[config.mk]
export PLATFORM = sky130hd
export DESIGN_NAME = longest_match_symbol_sum_unit
export DESIGN_NICKNAME = d
export VERILOG_FILES = /design/src/hw/rtl/lmss_pkg.sv /design/src/hw/rtl/lmss_ram.sv /design/src/hw/rtl/lmss_best.sv /design/src/hw/rtl/longest_match_symbol_sum_unit.sv
export VERILOG_INCLUDE_DIRS = /design/src /design/src/hw/rtl
export SDC_FILE = /design/constraint.sdc
export NUM_CORES = 1
export LEC_CHECK = 0
export BUFFER_PORTS_ARGS = -buffer_cell sky130_fd_sc_hd__clkbuf_2
export CAP_MARGIN = 20
export CELL_PAD_IN_SITES_DETAIL_PLACEMENT = 1
export CELL_PAD_IN_SITES_GLOBAL_PLACEMENT = 1
export CORE_MARGIN = 3
export CORE_UTILIZATION = 55
export CTS_CLUSTER_DIAMETER = 150
export DETAILED_ROUTE_END_ITERATION = 10
export GPL_TIMING_DRIVEN = 0
export PLACE_DENSITY = 0.76
export SYNTH_ARGS = -nofsm -noshare
export SYNTH_HDL_FRONTEND = slang
export SYNTH_SLANG_ARGS = --single-unit
[constraint.sdc]
create_clock -name clk_i -period 4.25 [get_ports clk_i]
set_clock_uncertainty 0.05 [all_clocks]
set_input_delay 0.425 -clock clk_i [delete_from_list [all_inputs] [get_ports clk_i]]
set_output_delay 0.425 -clock clk_i [all_outputs]
set_load 0.03 [all_outputs]
[src/hw/rtl/longest_match_symbol_sum_unit_assert.svh]
// Assertion macros used by the longest-match symbol sum top level.
`ifndef LONGEST_MATCH_SYMBOL_SUM_UNIT_ASSERT_SVH
`define LONGEST_MATCH_SYMBOL_SUM_UNIT_ASSERT_SVH

// Same-cycle implication, checked outside reset.
`define LMSS_ASSERT_NOW(lbl, ante, cons, msg) \
  lbl: assert property (@(posedge clk_i) disable iff (!rst_ni) (ante) |-> (cons)) \
    else $error(msg);

// Next-cycle implication, checked outside reset.
`define LMSS_ASSERT_NEXT(lbl, ante, cons, msg) \
  lbl: assert property (@(posedge clk_i) disable iff (!rst_ni) (ante) |=> (cons)) \
    else $error(msg);

`endif

[src/hw/rtl/lmss_pkg.sv]
// Package: sizes, entry layout, function codes and helpers for the symbol sum unit.
package lmss_pkg;

  localparam int ENTRIES        = 16;
  localparam int MAX_SYMBOL_LEN = 4;
  localparam int LOOKAHEAD      = (MAX_SYMBOL_LEN < 4) ? MAX_SYMBOL_LEN : 4;

  localparam int SYM_W   = 32;
  localparam int REQ_W   = 3;
  localparam int VAL_W   = 16;
  localparam int BYTE_W  = 8;
  localparam int TOTAL_W = 32;
  localparam int LEN_W   = $clog2(LOOKAHEAD + 1);
  localparam int CNT_W   = $clog2(ENTRIES + 1);
  localparam int ADDR_W  = (ENTRIES > 1) ? $clog2(ENTRIES) : 1;
  localparam int PEND_W  = BYTE_W * LOOKAHEAD;

  typedef enum logic [1:0] {
    FUNC_APPEND = 2'd0,
    FUNC_PARSE  = 2'd1,
    FUNC_CLEAR  = 2'd2
  } func_e;

  // One table entry as stored in the RAM
  typedef struct packed {
    logic [SYM_W-1:0]        sym;
    logic [LEN_W-1:0]        len;
    logic signed [VAL_W-1:0] val;
  } entry_t;

  localparam int ENTRY_W = $bits(entry_t);

  // Control from the sequencer to the best-match tracker
  typedef struct packed {
    logic clr;
    logic eval;
  } best_ctl_t;

  // Effective length: request saturated to the lookahead, cut at the first zero byte
  function automatic logic [LEN_W-1:0] eff_len(input logic [SYM_W-1:0] sym,
                                               input logic [REQ_W-1:0] req);
    logic [LEN_W-1:0] lim;
    logic [LEN_W-1:0] n;
    logic             run;
    lim = (req > REQ_W'(LOOKAHEAD)) ? LEN_W'(LOOKAHEAD) : LEN_W'(req);
    n   = '0;
    run = 1'b1;
    for (int b = 0; b < LOOKAHEAD; b++) begin
      if (run && (LEN_W'(b) < lim) && (sym[BYTE_W*b +: BYTE_W] != '0)) begin
        n = n + 1'b1;
      end else begin
        run = 1'b0;
      end
    end
    return n;
  endfunction

endpackage

[src/hw/rtl/lmss_ram.sv]
// Generic single-port-write, single-port-read RAM with registered read data.
module lmss_ram #(
  parameter int WIDTH = 8,
  parameter int DEPTH = 16
) (
  input  logic                                       clk_i,
  input  logic                                       we_i,
  input  logic [((DEPTH > 1) ? $clog2(DEPTH) : 1)-1:0] waddr_i,
  input  logic [WIDTH-1:0]                           wdata_i,
  input  logic                                       re_i,
  input  logic [((DEPTH > 1) ? $clog2(DEPTH) : 1)-1:0] raddr_i,
  output logic [WIDTH-1:0]                           rdata_o
);

  logic [WIDTH-1:0] mem_q [DEPTH];
  logic [WIDTH-1:0] rdata_q;

  always_ff @(posedge clk_i) begin
    if (we_i) begin
      mem_q[waddr_i] <= wdata_i;
    end
    if (re_i) begin
      rdata_q <= mem_q[raddr_i];
    end
  end

  assign rdata_o = rdata_q;

endmodule

[src/hw/rtl/lmss_best.sv]
// Best-match tracker: compares one table entry per cycle against the pending bytes.
module lmss_best (
  input  logic                            clk_i,
  input  logic                            rst_ni,
  input  lmss_pkg::best_ctl_t             ctl_i,
  input  lmss_pkg::entry_t                ent_i,
  input  logic [lmss_pkg::PEND_W-1:0]     pend_i,
  input  logic [lmss_pkg::LEN_W-1:0]      fill_i,
  output logic [lmss_pkg::LEN_W-1:0]      match_len_o,
  output logic signed [lmss_pkg::VAL_W-1:0] best_val_o
);
  import lmss_pkg::*;

  logic [LEN_W-1:0]        match_len_q, match_len_d;
  logic signed [VAL_W-1:0] best_val_q, best_val_d;
  logic                    hit;

  // Masked byte compare over the entry's effective length
  always_comb begin
    hit = (ent_i.len != '0) && (ent_i.len <= fill_i) && (ent_i.len > match_len_q);
    for (int b = 0; b < LOOKAHEAD; b++) begin
      if ((LEN_W'(b) < ent_i.len) &&
          (pend_i[BYTE_W*b +: BYTE_W] != ent_i.sym[BYTE_W*b +: BYTE_W])) begin
        hit = 1'b0;
      end
    end
  end

  // Strictly longer wins, so the earliest entry keeps a tie
  always_comb begin
    match_len_d = match_len_q;
    best_val_d  = best_val_q;
    if (ctl_i.clr) begin
      match_len_d = '0;
      best_val_d  = '0;
    end else if (ctl_i.eval && hit) begin
      match_len_d = ent_i.len;
      best_val_d  = ent_i.val;
    end
  end

  always_ff @(posedge clk_i or negedge rst_ni) begin
    if (!rst_ni) begin
      match_len_q <= '0;
      best_val_q  <= '0;
    end else begin
      match_len_q <= match_len_d;
      best_val_q  <= best_val_d;
    end
  end

  assign match_len_o = match_len_q;
  assign best_val_o  = best_val_q;

endmodule

[src/hw/rtl/longest_match_symbol_sum_unit.sv]
// Top level: greedy longest-match tokenizer summing symbol values from a RAM table.
//
//  channel | direction | handshake            | payload
//  --------+-----------+----------------------+---------------------------------------------
//  in      | input     | in_valid_i/in_ready_o | func, entry_symbol/length/value, text/last
//  out     | output    | out_valid_o/out_ready_i | total, stopped_early, table_full
//
// Append and clear items are handled in idle; a parse byte also passes through the check state when no decision is due.
// Each match decision scans the table RAM one entry per cycle, and a full buffer or
// end-of-string flush makes one such decision per symbol taken (up to LOOKAHEAD).
// Reset clears the entry count, pending bytes, total and halt flag; the RAM is not cleared.
// A result waits in the output register while the next item is accepted; a second result
// holds in its emit state until the output register frees up.
`include "longest_match_symbol_sum_unit_assert.svh"

module longest_match_symbol_sum_unit (
  input  logic                                 clk_i,
  input  logic                                 rst_ni,
  input  logic                                 in_valid_i,
  output logic                                 in_ready_o,
  input  logic [1:0]                           func_i,
  input  logic [lmss_pkg::SYM_W-1:0]           entry_symbol_i,
  input  logic [lmss_pkg::REQ_W-1:0]           entry_length_i,
  input  logic signed [lmss_pkg::VAL_W-1:0]    entry_value_i,
  input  logic [lmss_pkg::BYTE_W-1:0]          text_byte_i,
  input  logic                                 last_byte_i,
  output logic                                 out_valid_o,
  input  logic                                 out_ready_i,
  output logic signed [lmss_pkg::TOTAL_W-1:0]  total_o,
  output logic                                 stopped_early_o,
  output logic                                 table_full_o
);
  import lmss_pkg::*;

  typedef enum logic [2:0] {
    S_IDLE,
    S_CHECK,
    S_SCAN,
    S_APPLY,
    S_EMIT
  } state_e;

  state_e              state_q, state_d;
  logic [CNT_W-1:0]    cnt_q, cnt_d;
  logic [PEND_W-1:0]   pend_q, pend_d;
  logic [LEN_W-1:0]    fill_q, fill_d;
  logic [TOTAL_W-1:0]  total_q, total_d;
  logic                halted_q, halted_d;
  logic                last_q, last_d;
  logic [CNT_W-1:0]    scan_idx_q, scan_idx_d;
  logic                rd_vld_q, rd_vld_d;
  logic [TOTAL_W-1:0]  res_total_q, res_total_d;
  logic                res_stop_q, res_stop_d;
  logic                res_full_q, res_full_d;
  logic                out_valid_q, out_valid_d;
  logic [TOTAL_W-1:0]  out_total_q, out_total_d;
  logic                out_stop_q, out_stop_d;
  logic                out_full_q, out_full_d;

  logic                in_acc;
  logic                issue;
  logic                ram_we;
  entry_t              wr_ent;
  logic [ENTRY_W-1:0]  ram_rdata;
  entry_t              rd_ent;
  best_ctl_t           best_ctl;
  logic [LEN_W-1:0]    match_len;
  logic signed [VAL_W-1:0] best_val;

  assign in_ready_o = (state_q == S_IDLE);
  assign in_acc     = in_valid_i && in_ready_o;
  assign issue      = (state_q == S_SCAN) && (scan_idx_q < cnt_q);

  // Table writes happen only in idle, scans never overlap them
  assign ram_we     = in_acc && (func_i == FUNC_APPEND) && (cnt_q < CNT_W'(ENTRIES));
  assign wr_ent.sym = entry_symbol_i;
  assign wr_ent.len = eff_len(entry_symbol_i, entry_length_i);
  assign wr_ent.val = entry_value_i;

  lmss_ram #(
    .WIDTH(ENTRY_W),
    .DEPTH(ENTRIES)
  ) u_table (
    .clk_i  (clk_i),
    .we_i   (ram_we),
    .waddr_i(cnt_q[ADDR_W-1:0]),
    .wdata_i(wr_ent),
    .re_i   (issue),
    .raddr_i(scan_idx_q[ADDR_W-1:0]),
    .rdata_o(ram_rdata)
  );

  assign rd_ent = entry_t'(ram_rdata);

  assign best_ctl.clr  = (state_q == S_CHECK);
  assign best_ctl.eval = (state_q == S_SCAN) && rd_vld_q;

  lmss_best u_best (
    .clk_i      (clk_i),
    .rst_ni     (rst_ni),
    .ctl_i      (best_ctl),
    .ent_i      (rd_ent),
    .pend_i     (pend_q),
    .fill_i     (fill_q),
    .match_len_o(match_len),
    .best_val_o (best_val)
  );

  // Sequencer
  always_comb begin
    state_d     = state_q;
    cnt_d       = cnt_q;
    pend_d      = pend_q;
    fill_d      = fill_q;
    total_d     = total_q;
    halted_d    = halted_q;
    last_d      = last_q;
    scan_idx_d  = scan_idx_q;
    rd_vld_d    = 1'b0;
    res_total_d = res_total_q;
    res_stop_d  = res_stop_q;
    res_full_d  = res_full_q;
    out_valid_d = out_valid_q && !out_ready_i;
    out_total_d = out_total_q;
    out_stop_d  = out_stop_q;
    out_full_d  = out_full_q;

    case (state_q)
      S_IDLE: begin
        if (in_acc) begin
          case (func_i)
            FUNC_APPEND: begin
              if (cnt_q < CNT_W'(ENTRIES)) begin
                cnt_d = cnt_q + 1'b1;
              end else begin
                res_total_d = '0;
                res_stop_d  = 1'b0;
                res_full_d  = 1'b1;
                state_d     = S_EMIT;
              end
            end
            FUNC_PARSE: begin
              if (!halted_q) begin
                pend_d = pend_q | (PEND_W'(text_byte_i) << {fill_q, 3'b000});
                fill_d = fill_q + 1'b1;
              end
              last_d  = last_byte_i;
              state_d = S_CHECK;
            end
            FUNC_CLEAR: begin
              cnt_d = '0;
            end
            default: begin
            end
          endcase
        end
      end
      S_CHECK: begin
        if (!halted_q && (fill_q != '0) && (last_q || (fill_q == LEN_W'(LOOKAHEAD)))) begin
          scan_idx_d = '0;
          state_d    = S_SCAN;
        end else if (last_q) begin
          // End of string: report and reset the per-string state
          res_total_d = total_q;
          res_stop_d  = halted_q;
          res_full_d  = 1'b0;
          total_d     = '0;
          pend_d      = '0;
          fill_d      = '0;
          halted_d    = 1'b0;
          state_d     = S_EMIT;
        end else begin
          state_d = S_IDLE;
        end
      end
      S_SCAN: begin
        // Read entry k while evaluating entry k-1
        rd_vld_d = issue;
        if (issue) begin
          scan_idx_d = scan_idx_q + 1'b1;
        end else begin
          state_d = S_APPLY;
        end
      end
      S_APPLY: begin
        if (match_len == '0) begin
          halted_d = 1'b1;
          pend_d   = '0;
          fill_d   = '0;
        end else begin
          total_d = total_q + {{(TOTAL_W-VAL_W){best_val[VAL_W-1]}}, best_val};
          pend_d  = pend_q >> {match_len, 3'b000};
          fill_d  = fill_q - match_len;
        end
        state_d = S_CHECK;
      end
      S_EMIT: begin
        if (!out_valid_q || out_ready_i) begin
          out_valid_d = 1'b1;
          out_total_d = res_total_q;
          out_stop_d  = res_stop_q;
          out_full_d  = res_full_q;
          state_d     = S_IDLE;
        end
      end
      default: begin
        state_d = S_IDLE;
      end
    endcase
  end

  always_ff @(posedge clk_i or negedge rst_ni) begin
    if (!rst_ni) begin
      state_q     <= S_IDLE;
      cnt_q       <= '0;
      pend_q      <= '0;
      fill_q      <= '0;
      total_q     <= '0;
      halted_q    <= 1'b0;
      last_q      <= 1'b0;
      scan_idx_q  <= '0;
      rd_vld_q    <= 1'b0;
      res_total_q <= '0;
      res_stop_q  <= 1'b0;
      res_full_q  <= 1'b0;
      out_valid_q <= 1'b0;
      out_total_q <= '0;
      out_stop_q  <= 1'b0;
      out_full_q  <= 1'b0;
    end else begin
      state_q     <= state_d;
      cnt_q       <= cnt_d;
      pend_q      <= pend_d;
      fill_q      <= fill_d;
      total_q     <= total_d;
      halted_q    <= halted_d;
      last_q      <= last_d;
      scan_idx_q  <= scan_idx_d;
      rd_vld_q    <= rd_vld_d;
      res_total_q <= res_total_d;
      res_stop_q  <= res_stop_d;
      res_full_q  <= res_full_d;
      out_valid_q <= out_valid_d;
      out_total_q <= out_total_d;
      out_stop_q  <= out_stop_d;
      out_full_q  <= out_full_d;
    end
  end

  assign out_valid_o     = out_valid_q;
  assign total_o         = out_total_q;
  assign stopped_early_o = out_stop_q;
  assign table_full_o    = out_full_q;

  // Checks
  `LMSS_ASSERT_NOW(a_fill_bound, 1'b1, fill_q <= LEN_W'(LOOKAHEAD), "pending fill overflow")
  `LMSS_ASSERT_NOW(a_halt_empty, halted_q, (fill_q == '0) && (pend_q == '0), "halted with bytes")
  `LMSS_ASSERT_NOW(a_cnt_bound, 1'b1, cnt_q <= CNT_W'(ENTRIES), "entry count overflow")
  `LMSS_ASSERT_NEXT(a_miss_halts, (state_q == S_APPLY) && (match_len == '0), halted_q, "miss")

endmodule
==> results of run 1 <==
-- cells in the final DEF, fill, tap and decap left out, types with 59 or more instances in the layout --
master     Yosys  routed
clkbuf_16      0     109
edfxtp_1     867     867
o21ai_0       71      71
dfrtp_1      171     171
a21oi_1      103     103
nor2_1        59      59
clkbuf_2       0     100
clkbuf_1      73      96
nand2_1      108     108
mux4_2       255     255
-- per-layer routing --
| layer | up-vias | GRT usage (%) |
|---|---|---|
| met5 | - | 0 |
| met4 | 2 | 8.80 |
| met3 | 207 | 4.84 |
| met2 | 1005 | 48.5 |
| met1 | 12300 | 38.6 |
| li1 | 9385 | - |
-- kinds of logic after synthesis --
family | count (synthesis) | share of synthesized area [%]
flops | 1038 | 72.6
mux | 311 | 15.2
compound gates | 304 | 4.62
simple gates | 283 | 3.23
buf+inv | 134 | 1.30
xor+xnor | 64 | 1.34
fa+ha+maj | 54 | 1.65
-- flip-flops by register name (all words and copies together), names as in the netlist, 5 cells and up --
name and flops:
u_table.mem_q 816, u_table.rdata_o 51, pend_q 32, res_total_q 32, total_o 32, total_q 32, u_best.best_val_o 16, cnt_q 5
scan_idx_q 5
-- cell usage after synthesis, types with 18 or more instances --
cell type	number	area (um^2)
xnor2_1	28	245
buf_1	20	75.1
xor2_1	36	315
nand3_1	18	90.1
mux4_2	255	5740
dfrtp_1	171	4280
o21ai_0	71	355
nand2_1	108	405
a21oi_1	103	515
nor4_1	18	113
edfxtp_1	867	26000
mux2_2	35	394
mux2i_1	21	210
a22o_1	39	342
inv_1	33	124
ha_1	52	651
nor2_1	59	221
clkbuf_1	73	274
-- metrics by stage --
step                utilization, %  setup TNS [ns]  worst slack [ns]
CTS                           63.6               0             0.235
floorplan                        -               0             0.224
global route                  63.9               0             0.119
detailed placement            58.9               0             0.249
finish                        63.9               0            0.0965
global placement              58.1         -824.03            -0.970
-- where the power goes --
part | leakage [nW] | internal, W | total [W] | switching, W
combinational | 4.70 | 0.00273 | 0.00616 | 0.00343
clock | 1.71 | 0.00542 | 0.00930 | 0.00388
sequential | 10.0 | 0.0117 | 0.0122 | 0.000498
total | 16.4 | 0.0199 | 0.0277 | 0.00781
-- repair_timing --
action	4_1_cts	5_1_grt
endpoints found under the setup margin	0	0
hold buffers	3	0
endpoints found under the hold margin	91	0
-- final cells by class --
type | count | share of cell area, %
flip-flops and latches | 1038 | 63.4
multi-input cells | 1016 | 22.9
plain buffers | 99 | 0.863
repair buffers | 145 | 2.77
diodes | 1 | 0.00523
clock buffers | 139 | 6.09
clock inverters | 59 | 1.21
inverters | 35 | 0.275
well taps | 969 | 2.54
-- critical path, stage by stage, from the launching register on --
cell	delay, ns
dfrtp_1	0.39
clkbuf_1	0.68
clkbuf_1	0.92
buf_1	0.78
mux4_2	0.42
mux4_2	0.59
-- final timing paths --
check	slack, ns	startpoint	endpoint
worst min-delay path	0.05	text_byte_i[1]	pend_q[25]
worst max-delay path	0.1	scan_idx_q[1]	u_table.rdata_o[19]
min in group asynchronous	0.36	rst_ni	res_total_q[25]
max in group asynchronous	2.90	rst_ni	total_q[2]
worst min register to register	0.44	u_table.rdata_o[6]	u_best.best_val_o[6]
worst max register to register	0.1	scan_idx_q[1]	u_table.rdata_o[19]
==> impl_metrics.yaml, run 1 <==
grt:
  grt_pass1_wl_um: 164000
  grt_pass1_vias: 24600
  grt_usage_pct: 28.6
  antenna_found_initial: 2
  grt_max_degree: 90
  grt_overflow: 0
yosys:
  synthFlopType: "edfxtp_1"
  synth-edff-count: 867
  ys_ff_latch: 1038
  post_synth_inst_count: 2188
  syn_area_per_cell_um2: 19.1
  post_synth_num_cell_types: 64
  seq_area_frac_synth_pct: 72.6
  synthesis.area_mm2: 0.0417
  synth_fp_nets: 2308
  synthArstFlopShare_pct: 16.5
  yosysWarningCount: 0
cells_and_area:
  fin_nets: 2561
  multiInputGateArea_mm2: 0.0109
  drive_gt1_share_pct: 24.7
  nFillCells: 6276
  area_growth_pct: 14.6
  final_cell_area_mm2: 0.0478
  finalNonFillerCells: 3501
  seqCellArea_mm2: 0.0303
placed_design:
  dp_hpwl_um: 67200
  place_area_mm2: 0.0440
  port_buffers: 101
  dp_cells: 3280
  gp_congestion: 0.912
routing:
  ant_nets: 0
  vias: 22900
  wl_met2_um: 56200
  top_layer_used: "met5"
  drt_iter0_markers: 2474
  dr_wl_met3_um: 7520
  viasPerCell: 6.53
  wl_per_cell_um: 31.7
  dr.pass1.iters: 5
  met1_length_um: 43800
  drc: 0
  wirelength_um: 111000
worst_setup_path:
  ff2ff_path_depth: 5
  arrival_ns: 4.46
  endpoint_kind: "flop"
  crit_path_start_kind: "flop"
  critical_path_required_ns: 4.56
  timing.critical_path.fanout_max: 10
  worstSetupPathType: "reg2reg"
floorplan:
  num_rows: 100
  coreArea_mm2: 0.0748
  die_h_um: 281
  die_w_um: 281
  initial_core_util_pct: 55.8
  die_area_mm2: 0.0792
  pin_count: 102
clock_tree:
  numCtsBuffers: 106
  cts-root-buf: "clkbuf_16"
  post_cts_buffers: 0
  cts_sinks: 1038
  cts_tree: "yes"
  cts_resized: 0
  h-tree-depth: 3
  insertion_delay_ns: 0.67
  clk_pin_slew_worst_paths_ns: 0.06
  clk_path_buf_depth: 3
job:
  max-cap-violations: 0
sta:
  finalSetupViolCount: 0
  drv_slew: 0
  timing.fmax_mhz: 241
  min_period_over_period_pct: 97.7
  grt_setup_unrepaired: "false"
  post-route-min-period_ns: 4.15
  hold_viol: 0
  relSlewSlack_pct: 22.9
  tightest_slew_ns: 1.16
  holdWs_ns: 0.0533
pwr:
  finalPower_w: 0.0277
  leakagePower_nw: 16.4
  power_density_mw_per_mm2: 579
  ir_drop_mv: 0.416
worst_hold_path:
  holdCritPathClass: "in2reg"
  min_path_cells: 3
run_status:
  outcome: "finished, final reports clean"
Power figures use the tool's default switching activity.
==> run 2: changes to the inputs <==
BUFFER_PORTS_ARGS = -buffer_cell sky130_fd_sc_hd__buf_2   (was -buffer_cell sky130_fd_sc_hd__clkbuf_2)
==> impl_metrics.yaml, run 2 (synthesis gave the netlist of run 1 again) <==
cells_and_area:
  drive_gt1_share_pct: 24.9
  nFillCells: 6304
  area_growth_pct: 14.8
  fin_util_pct: 64.1
  seqCellArea_mm2: 0.0303
  final_common_cell: "edfxtp_1"
  layout_common_cells: "edfxtp_1 (867), mux4_2 (255), dfrtp_1 (171)"
  largest-register: "u_table.mem_q"
  multiInputGateArea_mm2: 0.0109
  final_cell_area_mm2: 0.0479
  largest_reg_flops: 816
  fin_nets: 2562
routing:
  viasPerCell: 6.41
  ant_nets: 0
  wl_per_cell_um: 31.0
  drt_iter0_markers: 2536
  drc: 0
  dr.pass1.iters: 5
  wirelength_um: 109000
  vias: 22500
clock_tree:
  insertion_delay_ns: 0.67
  cts_resized: 0
  cts_tree: "yes"
  clk_pin_slew_worst_paths_ns: 0.06
  h-tree-depth: 3
  cts-root-buf: "clkbuf_16"
  clk_path_buf_depth: 3
  cts_sinks: 1038
  numCtsBuffers: 104
worst_setup_path:
  ff2ff_path_depth: 5
  reg2reg_slack_ns: 0.16
  critical_path_required_ns: 4.58
  timing.critical_path.fanout_max: 10
  cp_num_buf_inv: 3
  rr_endpoint: "u_table.rdata_o[19]"
  path_delay_family: "buffers and inverters"
  cp_slowest_cell: "clkbuf_1"
  crit_path_start_kind: "flop"
  worst_path_largest_cell_delay_ns: 0.89
  endpoint_kind: "flop"
  arrival_ns: 4.41
  timing.rr.start: "scan_idx_q[1]"
  cp-startpoint: "scan_idx_q[1]"
  crit_chain: "clkbuf_1, clkbuf_1, buf_1, mux4_2, mux4_2"
  worstSetupPathType: "reg2reg"
pwr:
  finalPower_w: 0.0279
  leakagePower_nw: 16.5
  power_frac_seq_pct: 43.9
  p_sw_share_pct: 27.8
  comb_power_share_pct: 22.1
  power_density_mw_per_mm2: 582
  power.switching_w: 0.00776
  p_clk_share_pct: 34.0
  ir_drop_mv: 0.364
  p_int_w: 0.0201
sta:
  hold_viol: 0
  relSlewSlack_pct: 26.4
  finalSetupViolCount: 0
  tightest_slew_ns: 1.10
  grt_setup_unrepaired: "false"
  holdWs_ns: 0.0331
  timing.fmax_mhz: 245
  post-route-min-period_ns: 4.09
  drv_slew: 0
  min_period_over_period_pct: 96.2
grt:
  grt_max_degree: 122
  grt_pass1_vias: 24100
  grt_usage_pct: 28.1
  antenna_found_initial: 6
  grt_overflow: 0
  grt_pass1_wl_um: 161000
floorplan:
  die_h_um: 281
  initial_core_util_pct: 55.8
  num_rows: 100
  die_area_mm2: 0.0792
  coreArea_mm2: 0.0748
  die_w_um: 281
  pin_count: 102
worst_hold_path:
  holdCritStartpoint: "text_byte_i[1]"
  holdCritPathClass: "in2reg"
  whs_endpoint: "pend_q[25]"
  min_path_cells: 3
placed_design:
  place_area_mm2: 0.0441
  dp_hpwl_um: 66500
  gp_congestion: 0.907
  port_buffers: 101
job:
  max-cap-violations: 0
run_status:
  outcome: "finished, final reports clean"
-- run 2: how the worst max path moves through the flow --
stage                                       end  cells after the start  slack, ns
final                       u_table.rdata_o[19]                      5       0.16
after detailed placement    u_table.rdata_o[19]                      5       0.19
after global routing        u_table.rdata_o[19]                      5       0.09
after global placement    u_table.mem_q[13][19]                      6      -0.95
after CTS                   u_table.rdata_o[19]                      5       0.11
after floorplan             u_table.mem_q[0][0]                      6       0.22
-- run 2: per-stage QoR --
stage	TNS (ns)	worst slack, ns	instances
final	0	0.162	3505
after global routing	0	0.0864	3500
after CTS	0	0.105	3481
after detailed placement	0	0.189	3282
after global placement	-733.30	-0.953	3258
after floorplan	0	0.224	2188
-- run 2: layout make-up --
| cell class | instances | area share (%) |
|---|---|---|
| Sequential cell | 1038 | 63.3 |
| Tap cell | 969 | 2.53 |
| Timing Repair Buffer | 148 | 2.84 |
| Clock buffer | 131 | 5.81 |
| Antenna cell | 5 | 0.0261 |
| Buffer | 99 | 0.862 |
| Clock inverter | 64 | 1.59 |
| Multi-Input combinational cell | 1016 | 22.8 |
| Inverter | 35 | 0.274 |
-- run 2: power by group through the flow --
stage	clock [W]	combinational, W	sequential, W
finish	0.00949	0.00615	0.0122
floorplan	0	0.00393	0.0124
CTS	0.00963	0.00600	0.0122
detailed placement	0	0.00592	0.0124
global placement	0	0.00556	0.0124
global route	0.0101	0.00663	0.0123
-- run 2: timing repair --
item,CTS,global route
endpoints found under the hold margin,53,0
setup buffers,0,0
hold buffers,4,0
-- run 2: worst reg2reg max path, delay by kind of cell, from the launching register on --
kind | cells | cell delay [ns]
muxes | 2 | 1.00
buffers and inverters | 3 | 2.35
DFF | 1 | 0.40
-- run 2: routing by layer --
layer	GRT usage [%]	wire, um
met1	37.9	42400
met2	48.2	55700
met3	4.61	7760
met4	7.81	2890
met5	0	13
==> run 3: changes to the inputs <==
CORE_UTILIZATION = 51   (was 55)
PLACE_DENSITY = 0.71   (was 0.76)
==> impl_metrics.yaml, run 3 (synthesis gave the netlist of run 1 again) <==
clock_tree:
  post_cts_buffers: 0
  h-tree-depth: 3
  clk_path_buf_depth: 3
  clk_pin_slew_worst_paths_ns: 0.06
  cts_sinks: 1038
  insertion_delay_ns: 0.67
  numCtsBuffers: 106
  cts_tree: "yes"
  cts-root-buf: "clkbuf_16"
sta:
  grt_setup_unrepaired: "false"
  tightest_slew_ns: 1.13
  finalSetupViolCount: 0
  fin_setup_tns_ns: 0
  relSlewSlack_pct: 23.8
  drv_slew: 0
  min_period_over_period_pct: 90.6
  hold_viol: 0
  post-route-min-period_ns: 3.85
  holdWs_ns: 0.0386
  timing.fmax_mhz: 260
routing:
  ant_nets: 0
  wl_per_cell_um: 30.2
  vias: 22300
  drc: 0
  wirelength_um: 109000
  viasPerCell: 6.20
  drt_iter0_markers: 2112
  dr.pass1.iters: 5
pwr:
  p_clk_share_pct: 34.0
  ir_drop_mv: 0.562
  p_sw_share_pct: 27.8
  power_density_mw_per_mm2: 578
  finalPower_w: 0.0277
  comb_power_share_pct: 21.9
  p_int_w: 0.0200
  leakagePower_nw: 16.5
  power_frac_seq_pct: 44.1
  power.switching_w: 0.00772
worst_setup_path:
  cp_slowest_cell: "clkbuf_1"
  worst_path_largest_cell_delay_ns: 0.78
  endpoint_kind: "flop"
  crit_path_start_kind: "flop"
  timing.critical_path.mode_cell: "clkbuf_1"
  timing.critical_path.fanout_max: 10
  critical_path_required_ns: 4.59
  crit_chain: "clkbuf_1, clkbuf_1, clkbuf_1, mux4_2, mux4_2"
  worstSetupPathType: "reg2reg"
  arrival_ns: 4.19
floorplan:
  coreArea_mm2: 0.0808
  initial_core_util_pct: 51.6
  die_area_mm2: 0.0853
  die_w_um: 292
  pin_count: 102
  die_h_um: 292
  num_rows: 104
cells_and_area:
  layout_common_cells: "edfxtp_1 (867), mux4_2 (255), dfrtp_1 (171)"
  drive_gt1_share_pct: 24.8
  largest-register: "u_table.mem_q"
  fin_nets: 2561
  final_common_cell: "edfxtp_1"
  finalNonFillerCells: 3596
  area_growth_pct: 15.0
  largest_reg_flops: 816
grt:
  grt_overflow: 0
  antenna_found_initial: 5
  grt_pass1_wl_um: 162000
  grt_max_degree: 89
  grt_usage_pct: 26.1
  grt_pass1_vias: 24200
worst_hold_path:
  holdCritPathClass: "in2reg"
placed_design:
  dp_hpwl_um: 66300
  gp_congestion: 0.847
  port_buffers: 101
  dp_cells: 3376
job:
  max-cap-violations: 0
run_status:
  outcome: "finished, final reports clean"
[run 3: worst max-delay path, delay by kind of cell (launching register included)]
family,cells,cell delay [ns]
buffers and inverters,3,2.14
DFF,1,0.38
muxes,2,0.97
[run 3: timing repair]
| action | in CTS | in global routing |
|---|---|---|
| endpoints found under the setup margin | 0 | 1 |
| gates resized for setup | 0 | 1 |
| endpoints found under the hold margin | 86 | 0 |
| hold buffers | 4 | 0 |
[run 3: stage by stage]
step | utilization (%) | cell area [um^2] | worst slack, ns
after floorplan | - | 41700 | 0.224
after detailed placement | 54.7 | 44200 | 0.282
after global routing | 59.4 | 48000 | 0.331
after CTS | 59.2 | 47800 | 0.212
after global placement | 53.9 | 43600 | -1.10
final | 59.4 | 48000 | 0.399
[run 3: area by class of cell]
| type | instances | area (um^2) |
|---|---|---|
| clock buffer | 143 | 2880 |
| buffer | 99 | 413 |
| clock inverter | 57 | 656 |
| antenna | 3 | 7.51 |
| timing repair buffer | 145 | 1330 |
| multi-input combinational | 1016 | 10900 |
| fill | 6995 | 32800 |
| sequential | 1038 | 30300 |
| tap | 1060 | 1330 |
| inverter | 35 | 131 |
[run 3: metal layers]
layer / routed length (um) / track usage, % / vias up
met5: 0 / 0 / -
met4: 3360 / 8.90 / 0
met3: 6140 / 4.08 / 183
met2: 54700 / 43.6 / 811
met1: 44600 / 35.4 / 11900
li1: - / - / 9395
[run 3: final timing paths]
| path | start | endpoint | slack [ns] | cells past startpoint |
|---|---|---|---|---|
| min reg2reg | table_full_o | table_full_o | 0.43 | 2 |
| max in group asynchronous | rst_ni | u_best.best_val_o[12] | 2.95 | 3 |
| max reg2reg | scan_idx_q[1] | u_table.rdata_o[23] | 0.40 | 5 |
| min in group asynchronous | rst_ni | total_o[26] | 0.32 | 2 |
| max | scan_idx_q[1] | u_table.rdata_o[23] | 0.40 | 5 |
| min | func_i[1] | cnt_q[4] | 0.04 | 2 |
[run 3: power by group through the flow]
stage | Sequential, W | Combinational (W) | Clock, W
floorplan | 0.0124 | 0.00393 | 0
global placement | 0.0124 | 0.00559 | 0
detailed placement | 0.0124 | 0.00594 | 0
CTS | 0.0122 | 0.00600 | 0.00962
global route | 0.0123 | 0.00659 | 0.0100
finish | 0.0122 | 0.00608 | 0.00944
